[src/hdl/swmm_pkg.sv]
// ----------------------------------------------------------------------------
// swmm_pkg
// shared constants, field widths and a helper function of the window filter
// ----------------------------------------------------------------------------
package swmm_pkg;

    // default configuration
    localparam int WINDOW_DEF      = 8;
    localparam int CHANNELS_DEF    = 3;
    localparam int SAMPLE_BITS_DEF = 10;

    // transaction field widths
    localparam int CH_FW       = 2;
    localparam int SMP_FW      = 10;
    localparam int MEAN_FW     = 10;
    localparam int MED_FW      = 10;
    localparam int IN_TDATA_W  = 16;
    localparam int IN_TUSER_W  = CH_FW;
    localparam int OUT_TDATA_W = 24;

    // floor of log2, used at elaboration only
    function automatic int floor_log2(input int v);
        int r;
        int x;
        r = 0;
        x = v;
        while (x > 1) begin
            x = x >> 1;
            r = r + 1;
        end
        return r;
    endfunction

endpackage

[src/hdl/sliding_window_mean_median_top.sv]
// ----------------------------------------------------------------------------
// sliding_window_mean_median_top
// moving-window mean and median filter for several sensor channels
// ----------------------------------------------------------------------------
// Each input transaction carries a sample in tdata and a channel number in
// tuser. The sample is shifted into that channel's window of the last WINDOW
// samples and one output transaction returns the window mean (sum shifted
// right by floor(log2(WINDOW)), saturated to the sample range) and the window
// median (floor of the average of the two middle sorted values). A channel at
// or above CHANNELS changes no window and returns zeros. After an accepted
// sample the window is streamed, one entry per cycle, through a chain of
// WINDOW insertion-sort cells while an accumulator sums it; the input is not
// ready again until the chain has settled and the result has been loaded into
// the output register, so the time from acceptance to the next possible
// acceptance is set by the length of the sort chain. An out-of-range channel
// skips the sort run. The input is taken while a finished result still waits
// in the output register. Windows reset to zero.
// ----------------------------------------------------------------------------
module sliding_window_mean_median_top
    import swmm_pkg::*;
#(
    parameter int WINDOW      = WINDOW_DEF,
    parameter int CHANNELS    = CHANNELS_DEF,
    parameter int SAMPLE_BITS = SAMPLE_BITS_DEF
) (
    input  logic                   i_clk,
    input  logic                   i_rst_n,
    // input stream
    input  logic                   i_s_tvalid,
    output logic                   o_s_tready,
    input  logic [IN_TDATA_W-1:0]  i_s_tdata,   // [9:0] sample
    input  logic [IN_TUSER_W-1:0]  i_s_tuser,   // [1:0] channel
    // result stream
    output logic                   o_m_tvalid,
    input  logic                   i_m_tready,
    output logic [OUT_TDATA_W-1:0] o_m_tdata    // [9:0] window_mean, [19:10] window_median
);

    localparam int IDX_W    = $clog2(WINDOW);
    localparam int CNT_W    = $clog2(2 * WINDOW);
    localparam int SUM_W    = SAMPLE_BITS + $clog2(WINDOW);
    localparam int SHIFT    = floor_log2(WINDOW);
    localparam int SMP_MASK = (1 << SAMPLE_BITS) - 1;
    localparam int MID      = WINDOW / 2;

    // state codes
    localparam logic [1:0] ST_IDLE = 2'd0;
    localparam logic [1:0] ST_RUN  = 2'd1;
    localparam logic [1:0] ST_DONE = 2'd2;

    logic [1:0]             r_state, n_state;
    logic [CNT_W-1:0]       r_cnt, n_cnt;
    logic [CH_FW-1:0]       r_ch, n_ch;
    logic                   r_zero, n_zero;
    logic [SUM_W-1:0]       r_sum, n_sum;
    logic                   r_out_vld, n_out_vld;
    logic [MEAN_FW-1:0]     r_out_mean, n_out_mean;
    logic [MED_FW-1:0]      r_out_med, n_out_med;

    // input decode
    logic                   w_accept;
    logic [CH_FW-1:0]       w_ch;
    logic [SMP_FW-1:0]      w_smp_field;
    logic [31:0]            w_smp_wide;
    logic [SAMPLE_BITS-1:0] w_sample;
    logic                   w_in_range;

    // feed from the window store into the sort chain
    logic                   w_feed;
    logic [SAMPLE_BITS-1:0] w_feed_data;

    // sort chain links and cell contents
    logic                   w_lnk_vld  [WINDOW+1];
    logic [SAMPLE_BITS-1:0] w_lnk_data [WINDOW+1];
    logic                   w_cell_full [WINDOW];
    logic [SAMPLE_BITS-1:0] w_cell_val  [WINDOW];

    // result arithmetic
    logic [SUM_W-1:0]       w_mean_sh;
    logic [SUM_W-1:0]       w_mean_sat;
    logic [31:0]            w_mean_wide;
    logic [SAMPLE_BITS:0]   w_med_sum;
    logic [31:0]            w_med_wide;
    logic                   w_out_free;

    assign w_accept    = i_s_tvalid && o_s_tready;
    assign w_ch        = i_s_tuser[CH_FW-1:0];
    assign w_smp_field = i_s_tdata[SMP_FW-1:0];
    assign w_smp_wide  = 32'(w_smp_field);
    assign w_sample    = w_smp_wide[SAMPLE_BITS-1:0];
    assign w_in_range  = 32'(w_ch) < CHANNELS;

    // feed runs while the run counter of the run phase is below WINDOW
    assign w_feed = (r_state == ST_RUN) && (32'(r_cnt) < WINDOW);

    swmm_window #(
        .WINDOW      (WINDOW),
        .CHANNELS    (CHANNELS),
        .SAMPLE_BITS (SAMPLE_BITS)
    ) u_window (
        .i_clk       (i_clk),
        .i_rst_n     (i_rst_n),
        .i_wr        (w_accept && w_in_range),
        .i_wr_ch     (w_ch),
        .i_wr_sample (w_sample),
        .i_rd_ch     (r_ch),
        .i_rd_idx    (r_cnt[IDX_W-1:0]),
        .o_rd_data   (w_feed_data)
    );

    // insertion-sort chain: cell k ends up with the k-th smallest value
    assign w_lnk_vld[0]  = w_feed;
    assign w_lnk_data[0] = w_feed_data;

    for (genvar g = 0; g < WINDOW; g++) begin : g_cell
        swmm_sort_cell #(
            .SAMPLE_BITS (SAMPLE_BITS)
        ) u_cell (
            .i_clk   (i_clk),
            .i_rst_n (i_rst_n),
            .i_clr   (w_accept),
            .i_vld   (w_lnk_vld[g]),
            .i_data  (w_lnk_data[g]),
            .o_vld   (w_lnk_vld[g+1]),
            .o_data  (w_lnk_data[g+1]),
            .o_full  (w_cell_full[g]),
            .o_val   (w_cell_val[g])
        );
    end

    // mean: shift, then clamp for window sizes that are not a power of two
    assign w_mean_sh   = r_sum >> SHIFT;
    assign w_mean_sat  = (w_mean_sh > SUM_W'(SMP_MASK)) ? SUM_W'(SMP_MASK) : w_mean_sh;
    assign w_mean_wide = 32'(w_mean_sat);

    // median from the two middle cells
    assign w_med_sum  = {1'b0, w_cell_val[MID-1]} + {1'b0, w_cell_val[MID]};
    assign w_med_wide = 32'(w_med_sum[SAMPLE_BITS:1]);

    assign w_out_free = !r_out_vld || i_m_tready;

    always_comb begin
        n_state    = r_state;
        n_cnt      = r_cnt;
        n_ch       = r_ch;
        n_zero     = r_zero;
        n_sum      = r_sum;
        n_out_vld  = r_out_vld;
        n_out_mean = r_out_mean;
        n_out_med  = r_out_med;

        if (r_out_vld && i_m_tready) begin
            n_out_vld = 1'b0;
        end

        case (r_state)
            ST_IDLE: begin
                if (w_accept) begin
                    n_ch   = w_ch;
                    n_zero = !w_in_range;
                    n_cnt  = '0;
                    n_sum  = '0;
                    // out-of-range channel skips the sort run
                    n_state = w_in_range ? ST_RUN : ST_DONE;
                end
            end
            ST_RUN: begin
                if (w_feed) begin
                    n_sum = r_sum + SUM_W'(w_feed_data);
                end
                n_cnt = r_cnt + 1'b1;
                if (32'(r_cnt) == 2 * WINDOW - 1) begin
                    n_state = ST_DONE;
                end
            end
            ST_DONE: begin
                if (w_out_free) begin
                    n_out_vld  = 1'b1;
                    n_out_mean = r_zero ? '0 : w_mean_wide[MEAN_FW-1:0];
                    n_out_med  = r_zero ? '0 : w_med_wide[MED_FW-1:0];
                    n_state    = ST_IDLE;
                end
            end
            default: begin
                n_state = ST_IDLE;
            end
        endcase
    end

    always_ff @(posedge i_clk) begin
        if (!i_rst_n) begin
            r_state   <= ST_IDLE;
            r_cnt     <= '0;
            r_out_vld <= 1'b0;
        end else begin
            r_state   <= n_state;
            r_cnt     <= n_cnt;
            r_out_vld <= n_out_vld;
        end
    end

    // payload registers
    always_ff @(posedge i_clk) begin
        r_ch       <= n_ch;
        r_zero     <= n_zero;
        r_sum      <= n_sum;
        r_out_mean <= n_out_mean;
        r_out_med  <= n_out_med;
    end

    assign o_s_tready = (r_state == ST_IDLE);
    assign o_m_tvalid = r_out_vld;
    assign o_m_tdata  = {(OUT_TDATA_W - MEAN_FW - MED_FW)'(0), r_out_med, r_out_mean};

`ifndef SYNTH
    // the chain holds exactly one window, so nothing ever leaves the last cell
    a_chain_no_overflow: assert property (@(posedge i_clk) disable iff (!i_rst_n)
        !w_lnk_vld[WINDOW])
        else $error("sort chain overflow");

    // after the run every cell has taken a value
    for (genvar a = 0; a < WINDOW; a++) begin : g_chk_full
        a_cell_full: assert property (@(posedge i_clk) disable iff (!i_rst_n)
            (r_state == ST_DONE) && !r_zero |-> w_cell_full[a])
            else $error("sort cell empty at end of run");
    end

    // cells are in ascending order when the result is taken
    for (genvar a = 0; a < WINDOW - 1; a++) begin : g_chk_order
        a_cell_order: assert property (@(posedge i_clk) disable iff (!i_rst_n)
            (r_state == ST_DONE) && !r_zero |-> w_cell_val[a] <= w_cell_val[a+1])
            else $error("sort chain out of order");
    end

    // an in-range sample keeps the input blocked at the start of the run
    a_busy_after_accept: assert property (@(posedge i_clk) disable iff (!i_rst_n)
        w_accept && w_in_range |=> !o_s_tready ##1 !o_s_tready)
        else $error("input taken during sort run");
`endif

endmodule

[src/hdl/swmm_window.sv]
// ----------------------------------------------------------------------------
// swmm_window
// per-channel sample windows, shifted on write and read one entry at a time
// ----------------------------------------------------------------------------
module swmm_window
    import swmm_pkg::*;
#(
    parameter int WINDOW      = WINDOW_DEF,
    parameter int CHANNELS    = CHANNELS_DEF,
    parameter int SAMPLE_BITS = SAMPLE_BITS_DEF,
    localparam int IDX_W      = $clog2(WINDOW)
) (
    input  logic                   i_clk,
    input  logic                   i_rst_n,
    input  logic                   i_wr,
    input  logic [CH_FW-1:0]       i_wr_ch,
    input  logic [SAMPLE_BITS-1:0] i_wr_sample,
    input  logic [CH_FW-1:0]       i_rd_ch,
    input  logic [IDX_W-1:0]       i_rd_idx,
    output logic [SAMPLE_BITS-1:0] o_rd_data
);

    logic [SAMPLE_BITS-1:0] r_win [CHANNELS][WINDOW];

    always_ff @(posedge i_clk) begin
        if (!i_rst_n) begin
            for (int c = 0; c < CHANNELS; c++) begin
                for (int i = 0; i < WINDOW; i++) begin
                    r_win[c][i] <= '0;
                end
            end
        end else if (i_wr) begin
            for (int c = 0; c < CHANNELS; c++) begin
                if (32'(i_wr_ch) == c) begin
                    // oldest entry drops out at index zero
                    for (int i = 0; i < WINDOW - 1; i++) begin
                        r_win[c][i] <= r_win[c][i+1];
                    end
                    r_win[c][WINDOW-1] <= i_wr_sample;
                end
            end
        end
    end

    always_comb begin
        o_rd_data = '0;
        for (int c = 0; c < CHANNELS; c++) begin
            if (32'(i_rd_ch) == c) begin
                o_rd_data = r_win[c][i_rd_idx];
            end
        end
    end

endmodule

[src/hdl/swmm_sort_cell.sv]
// ----------------------------------------------------------------------------
// swmm_sort_cell
// one insertion-sort cell: keeps the smaller value, passes the larger one on
// ----------------------------------------------------------------------------
module swmm_sort_cell
    import swmm_pkg::*;
#(
    parameter int SAMPLE_BITS = SAMPLE_BITS_DEF
) (
    input  logic                   i_clk,
    input  logic                   i_rst_n,
    input  logic                   i_clr,
    input  logic                   i_vld,
    input  logic [SAMPLE_BITS-1:0] i_data,
    output logic                   o_vld,
    output logic [SAMPLE_BITS-1:0] o_data,
    output logic                   o_full,
    output logic [SAMPLE_BITS-1:0] o_val
);

    logic                   r_full;
    logic                   r_vld;
    logic [SAMPLE_BITS-1:0] r_val;
    logic [SAMPLE_BITS-1:0] r_data;

    always_ff @(posedge i_clk) begin
        if (!i_rst_n) begin
            r_full <= 1'b0;
            r_vld  <= 1'b0;
        end else if (i_clr) begin
            r_full <= 1'b0;
            r_vld  <= 1'b0;
        end else begin
            r_vld <= i_vld && r_full;
            if (i_vld) begin
                r_full <= 1'b1;
            end
        end
    end

    always_ff @(posedge i_clk) begin
        if (i_vld) begin
            if (!r_full) begin
                r_val <= i_data;
            end else if (i_data < r_val) begin
                r_val  <= i_data;
                r_data <= r_val;
            end else begin
                r_data <= i_data;
            end
        end
    end

    assign o_vld  = r_vld;
    assign o_data = r_data;
    assign o_full = r_full;
    assign o_val  = r_val;

endmodule

[config.mk]
export PLATFORM = sky130hd
export DESIGN_NAME = sliding_window_mean_median_top
export DESIGN_NICKNAME = d
export VERILOG_FILES = /design/src/hdl/swmm_pkg.sv /design/src/hdl/sliding_window_mean_median_top.sv /design/src/hdl/swmm_window.sv /design/src/hdl/swmm_sort_cell.sv
export SDC_FILE = /design/constraint.sdc
export NUM_CORES = 1
export LEC_CHECK = 0
export BUFFER_PORTS_ARGS = -buffer_cell sky130_fd_sc_hd__buf_2
export CORE_MARGIN = 2
export CORE_UTILIZATION = 25
export DETAILED_ROUTE_END_ITERATION = 6
export PLACE_DENSITY_LB_ADDON = 0.15
export RECOVER_POWER = 100
export SYNTH_ARGS = -nofsm -noshare
export SYNTH_HDL_FRONTEND = slang
export SYNTH_SLANG_ARGS = --single-unit
[constraint.sdc]
create_clock -name i_clk -period 7.76 [get_ports i_clk]
set_clock_uncertainty 0.2 [all_clocks]
set_input_delay 0 -clock i_clk [delete_from_list [all_inputs] [get_ports i_clk]]
set_output_delay 0 -clock i_clk [all_outputs]
set_load 0.02 [all_outputs]
Word level (Yosys, flattened, before mapping)
Memory sizes are Yosys's and may differ from the RTL's.
Index checks and enable logic that the tools add are counted.
{"block": "totals", "ramBits": 240, "register_bits": 142, "memories": 1, "word_cells": 188, "in_bits": 22}
{"block": "classes", "n_eq_ne": 16, "bitwise_logic": 26, "muxes": 77, "magnitude_cmp": 9, "reduce_logical": 30, "n_addsub": 3}
{"name": "u_window.r_win", "depth": 3, "width": 80, "read_ports": 3, "rd_clocked_by_memory_dff": 0, "wr": 3, "line_no": "swmm_window.sv:23", "rtl": "logic [SAMPLE_BITS-1:0] r_win [CHANNELS][WINDOW];"}
{"operator": "$mux W10", "n": 48}
{"operator": "$bmux W10 S3", "n": 3}
{"operator": "$lt A10 B10 Y1", "n": 5}
{"operator": "$mux W13", "n": 2}
{"operator": "$pmux W13 S2", "n": 1}
{"operator": "$or A1 B1 Y1", "n": 24}
{"operator": "$reduce_and A2 Y1", "n": 12}
{"operator": "$mux W1", "n": 16}
{"operator": "$add A13 B10 Y13", "n": 1}
{"operator": "$ne A2 B2 Y1 const B", "n": 6}
{"operator": "$add A10 B10 Y11", "n": 1}
{"operator": "$gt A10 B10 Y1 const B", "n": 1}
{"operator": "$logic_and A1 B1 Y1", "n": 8}
{"operator": "$mux W2", "n": 4}
{"operator": "$pmux W4 S2", "n": 1}
{"operator": "$eq A2 B1 Y1 const B", "n": 3}
{"operator": "$eq A2 B2 Y1 const B", "n": 3}
{"operator": "$logic_not A2 Y1", "n": 3}
{"operator": "$ne A2 B1 Y1 const B", "n": 3}
{"operator": "$pmux W2 S3", "n": 1}
{"operator": "$reduce_and A3 Y1", "n": 2}
{"operator": "$add A4 B1 Y4 const B", "n": 1}
{"operator": "$eq A4 B4 Y1 const B", "n": 1}
{"operator": "$ge A4 B4 Y1 const B", "n": 1}
{"operator": "other kinds (9)", "n": 10}

Depth between registers and ports, before layout
{"block": "depth", "ltp_word": 10, "mapped_depth": 15, "ltp_nobuf": 14}

Hierarchy
A second synthesis with hierarchy kept.
{"block": "unflattened", "cells_unflattened": 1302, "area_unflattened_um2": 18786.8}
{"mod": "swmm_window", "cells_each": 703, "area_each_um2": 10831.6, "seq_area_each_um2": 7206.9, "instances": 1}
{"mod": "swmm_sort_cell", "cells_each": 69, "area_each_um2": 1069.8, "seq_area_each_um2": 640.6, "instances": 5}
{"mod": "sliding_window_mean_median_top", "cells_each": 254, "area_each_um2": 2606.2, "seq_area_each_um2": 1221.2, "instances": 1}

Least setup slack after synthesis
No wires, ideal clock.
{"block": "synth_timing", "kind": "flip-flop to flip-flop", "startpoint": "register r_state[1]", "endpoint": "memory u_window.r_win[0][0] (netlist name), enable pin", "stages_incl_launch_ff": 5, "path_slack_ns": -0.050, "n_path_buf": 1, "synth_period_minus_slack_ns": 7.810, "arrival_time_ns": 6.972, "cell_sequence": "dfxtp_1 nor2_1 nand2_1 clkbuf_1 o31ai_1"}
{"item": "start: declaration", "line_no": "sliding_window_mean_median_top.sv:51", "rtl": "logic [1:0] r_state, n_state;"}
{"item": "start signal: assignment", "line_no": "sliding_window_mean_median_top.sv:196", "rtl": "r_state <= n_state;"}
{"item": "end: declaration", "line_no": "swmm_window.sv:23"}

Worst setup path after layout
{"block": "layout_timing", "startpoint": "register r_cnt[0]", "endpoint": "register g_cell[0].u_cell.r_val[4], enable pin"}
{"block": "layout_via", "elab_chain_cells": 10, "word_cells_on_any_way": 18, "classes_between": "order compare (2); eq/ne (1); mux (12); bitwise (1); reduce/logical (2)"}
{"item": "start: declaration", "line_no": "sliding_window_mean_median_top.sv:52", "rtl": "logic [CNT_W-1:0] r_cnt, n_cnt;"}
{"item": "start signal: assignment", "line_no": "sliding_window_mean_median_top.sv:197", "rtl": "r_cnt <= n_cnt;"}
{"item": "$not A3 Y4 (not written as such) *", "line_no": "swmm_window.sv:49", "rtl": "o_rd_data = r_win[c][i_rd_idx];"}
{"item": "$bmux W10 S3", "line_no": "swmm_window.sv:49"}
{"item": "$mux W10 (not written as such) (2 in series)", "line_no": "swmm_window.sv:49"}
{"item": "$mux W10 (2 in series)", "line_no": "swmm_window.sv:48", "rtl": "if (32'(i_rd_ch) == c) begin"}
{"item": "$mux W10 *", "line_no": "swmm_window.sv:48"}
{"item": "named net g_cell[0].u_cell.i_data[7]", "line_no": "swmm_sort_cell.sv:14", "rtl": "input logic [SAMPLE_BITS-1:0] i_data,"}
{"item": "$lt A10 B10 Y1 *", "line_no": "swmm_sort_cell.sv:45", "rtl": "end else if (i_data < r_val) begin"}
{"item": "$ne A2 B2 Y1 (no line) *"}
{"item": "$reduce_and A2 Y1 (no line) *"}
{"item": "end signal: assignment", "line_no": "swmm_sort_cell.sv:44", "rtl": "r_val <= i_data;"}
{"item": "end signal: assignment", "line_no": "swmm_sort_cell.sv:46", "rtl": "r_val <= i_data;"}
{"item": "end: declaration", "line_no": "swmm_sort_cell.sv:23", "rtl": "logic [SAMPLE_BITS-1:0] r_val;"}
The timed path passes the listed nets; every way through them passes the cells marked *. The select of a mux whose other input is x is not followed.
A chain may end at the register's enable or synchronous reset.

==> key figures <==
Yosys
  – Synth cell types: 46
  – Cell Area, Synth: 17800 sq um
  – Top cell type's share of synthesized area: 0.617
  – Sequential fraction of the synthesis area: 0.635
  – Ys Warns: 0
  – Mapped Cells: 1200
  – Primary FF master, synth: edfxtp_1
  – Avg Inst Size Synth: 14.8 sq um
  – Area contributors post-synth: edfxtp_1, and2_1, mux4_2
  – Number of synthesized flops with an enable pin: 366
  – FFs w/ async S/R, synth: 0
  – Yosys top cell by area: edfxtp_1
  – Yosys reg bits: 382

Layout
  – Final core occ: 0.292
  – Footprint of the multi-input gates: 6040 sq um
  – Share of layout cells above drive strength 1: 0.134
  – Final layout net count: 1352
  – Commonest non-fill, non-tap cell in the layout: edfxtp_1
  – Fill count: 7096
  – Post-Layout Cell Count: 2237
  – Most frequent cells in the layout: edfxtp_1, and2_0, and2_1, ha_1
  – Storage element area: 11300 sq um
  – P&R area growth vs syn: 15.4%

Place
  – # port buffers: 37
  – GPL Wtd Cong: 0.705
  – DP Wirelength: 22.7 mm
  – Placed cell count: 2139
  – Pre-CTS setup slack: 2750 ps

Power
  – Static Leak: 7.25 nW
  – Worst vdd ir: 0.153 mV
  – Pwr Density: 234 nW/um^2
  – Design Power: 0.00481 W

Timing
  – FMAX: 180 MHz
  – Final Setup Violations: 0
  – Slew @ Worst Pin: 4770 ps
  – Worst rel slew slack: -2.18
  – Setup tns final: 0 ps
  – Setup ws final: 2220 ps
  – Min cycle time layout: 5540 ps
  – RSZ-0062 raised after global routing: false
  – Slew Viols, Final: 507
  – Final period utilization: 0.714
  – Final Hold Vio Count: 0

CTS
  – Skew-Pair Late Insertion Delay: 590 ps
  – Root Buffer: clkbuf_16
  – Clock transition at path regs: 60 ps
  – Clk buf depth: 3
  – Num Clock Sinks: 382
  – CTS resizes: 0
  – CTS Buf Count: 46
  – CTS tree: built
  – H-Tree Depth: 2

Die
  – Core Region: 70300 sq um
  – Top Ports: 48
  – Initial Util: 0.253
  – Die Footprint: 73400 sq um
  – Vert. Die Dim: 271 um
  – Row count: 97
  – Die W: 271 um

GRT
  – Busiest grt layer: met2
  – GRT Util Overall: 0.102
  – Vias in the first global route: 9982
  – First-pass GRT wire length: 59.1 mm
  – Met2 usage in global routing: 0.173
  – Initial antenna violation count: 4
  – Largest net degree at the start of global routing: 81
  – Total gr overflow: 0
  – M3 GR Usage: 0.0226
  – Met1 GRT Util: 0.130

Detailed routing
  – Routed Antenna Nets: 0
  – Detailed Route WL: 36.9 mm
  – DR DRC count: 0
  – DR iter-0 viols: 493
  – Via count: 9445
  – Routed WL per cell: 16.5 um
  – Routed vias/inst: 4.22
  – Initial DRT Pass Iterations: 4

Critical path
  – Worst Path Arrival: 5530 ps
  – Critical Path Most Common Cell: a21o_1
  – Crit. End Element: register
  – R2R setup slack: 2220 ps
  – Cell Chain, Critical Path: clkbuf_1, mux4_2, mux2i_1, o221ai_1, ha_1, a21o_1, a21o_1, a21oi_1, o21ai_0, a21o_1, a21boi_0, clkbuf_1
  – R2R cell count: 12
  – Required @ worst endpoint: 7750 ps
  – Worst setup SP type: register
  – Capture point of the critical path: g_cell[0].u_cell.o_val[4]
  – Worst R2R Start: r_cnt[0]
  – Slowest CP cell: clkbuf_1
  – Crit Path Max Fanout: 28
  – Largest stage delay on the critical path: 830 ps
  – Crit Path Class: reg -> reg
  – Worst R2R End: g_cell[0].u_cell.o_val[4]
  – Critical Path Source: r_cnt[0]

Status
  – Status: finished with violations
  – Failing checks: max-capacitance violations, max-slew violations

Worst hold path
  – Hold Path Class: in -> reg

Job
  – Max-capacitance violation count: 7
[through the flow]
stage | hold WS [ps] | area, sq um
6_report | 80.4 | 20500
5_1_grt | 107 | 20500
4_1_cts | 52.5 | 20700
3_5_place_dp | 110 | 19100
3_3_place_gp | 103 | 19100
2_1_floorplan | -101 | 17800
[routing by layer]
layer | vias to the layer above | share of wire | wire [um]
met2 | 98 | 0.49 | 18000
met5 | - | 0.00081 | 30
li1 | 4564 | - | -
met3 | 57 | 0.040 | 1470
met4 | 4 | 0.020 | 730
met1 | 4722 | 0.45 | 16700
[critical path: cells and delay by family (launching register included)]
kind | cells | cell delay, ps
flops | 1 | 750
mux | 2 | 890
buf+inv | 2 | 1340
compound gates | 7 | 1510
fa+ha+maj | 1 | 430
[Yosys cell counts, types with 5 or more instances]
| library cell | count |
|---|---|
| inv_1 | 60 |
| mux2_4 | 7 |
| ha_1 | 65 |
| mux4_2 | 60 |
| nor2_1 | 37 |
| buf_2 | 9 |
| nand2b_1 | 16 |
| mux2_2 | 32 |
| a21oi_1 | 25 |
| xor2_1 | 6 |
| o21ai_0 | 27 |
| clkbuf_1 | 38 |
| o221ai_1 | 9 |
| nor2b_1 | 16 |
| nand2_1 | 21 |
| and2_1 | 250 |
| or3_1 | 13 |
| dfxtp_1 | 16 |
| a21o_1 | 16 |
| a31oi_1 | 5 |
| a211oi_1 | 9 |
| edfxtp_1 | 366 |
| nor3_1 | 13 |
| mux2i_1 | 31 |
| and3_1 | 6 |
[power by group]
part / switching (W) / leakage, nW / total, W / internal, W
registers: 0.0000556 / 3.80 / 0.00243 / 0.00238
clock network: 0.000869 / 0.665 / 0.00201 / 0.00114
logic: 0.000212 / 2.79 / 0.000359 / 0.000147
[how the worst min path moves through the flow]
stage / start / end / depth (start not counted)
after floorplan: i_s_tuser[0] / r_ch[0] / 0
after global placement: i_s_tuser[1] / r_ch[1] / 1
after detailed placement: i_s_tuser[1] / r_ch[1] / 1
after CTS: i_s_tdata[1] / u_window.r_win[0][81] / 3
after global routing: i_s_tdata[3] / u_window.r_win[0][163] / 3
final: i_s_tdata[1] / u_window.r_win[0][81] / 3
[area by class of cell]
type / instances / area share
clock inverter: 18 / 0.00713
antenna: 2 / 0.000244
sequential: 382 / 0.551
timing repair buffer: 69 / 0.0198
tap: 940 / 0.0572
multi-input combinational: 704 / 0.294
clock buffer: 62 / 0.0599
inverter: 60 / 0.0110
[flip-flops by register name, indices dropped and copies added, names as in the netlist, 4 cells and up]
signal / count
u_window.r_win: 240
g_cell.u_cell.o_val: 50
g_cell.u_cell.o_data: 40
r_sum: 13
r_out_mean: 10
r_out_med: 10
g_cell.u_cell.o_full: 5
g_cell.u_cell.o_vld: 4
r_cnt: 4
[cell families (layout without fill, tap and decap cells)]
group / Yosys count / count (layout) / synth area share
buf+inv: 117 / 209 / 0.0270
simple gates: 384 / 384 / 0.126
flops: 382 / 382 / 0.635
mux: 130 / 130 / 0.119
fa+ha+maj: 67 / 67 / 0.0479
xor+xnor: 9 / 9 / 0.00443
other cells: 1 / 6 / 0.000211
compound gates: 110 / 110 / 0.0400
[what timing repair did]
item                                   CTS  global route
endpoints found under the hold margin   49             0
setup buffers                            0             0
hold buffers                            16             0
Note: power is estimated with default switching activity, not from simulation.
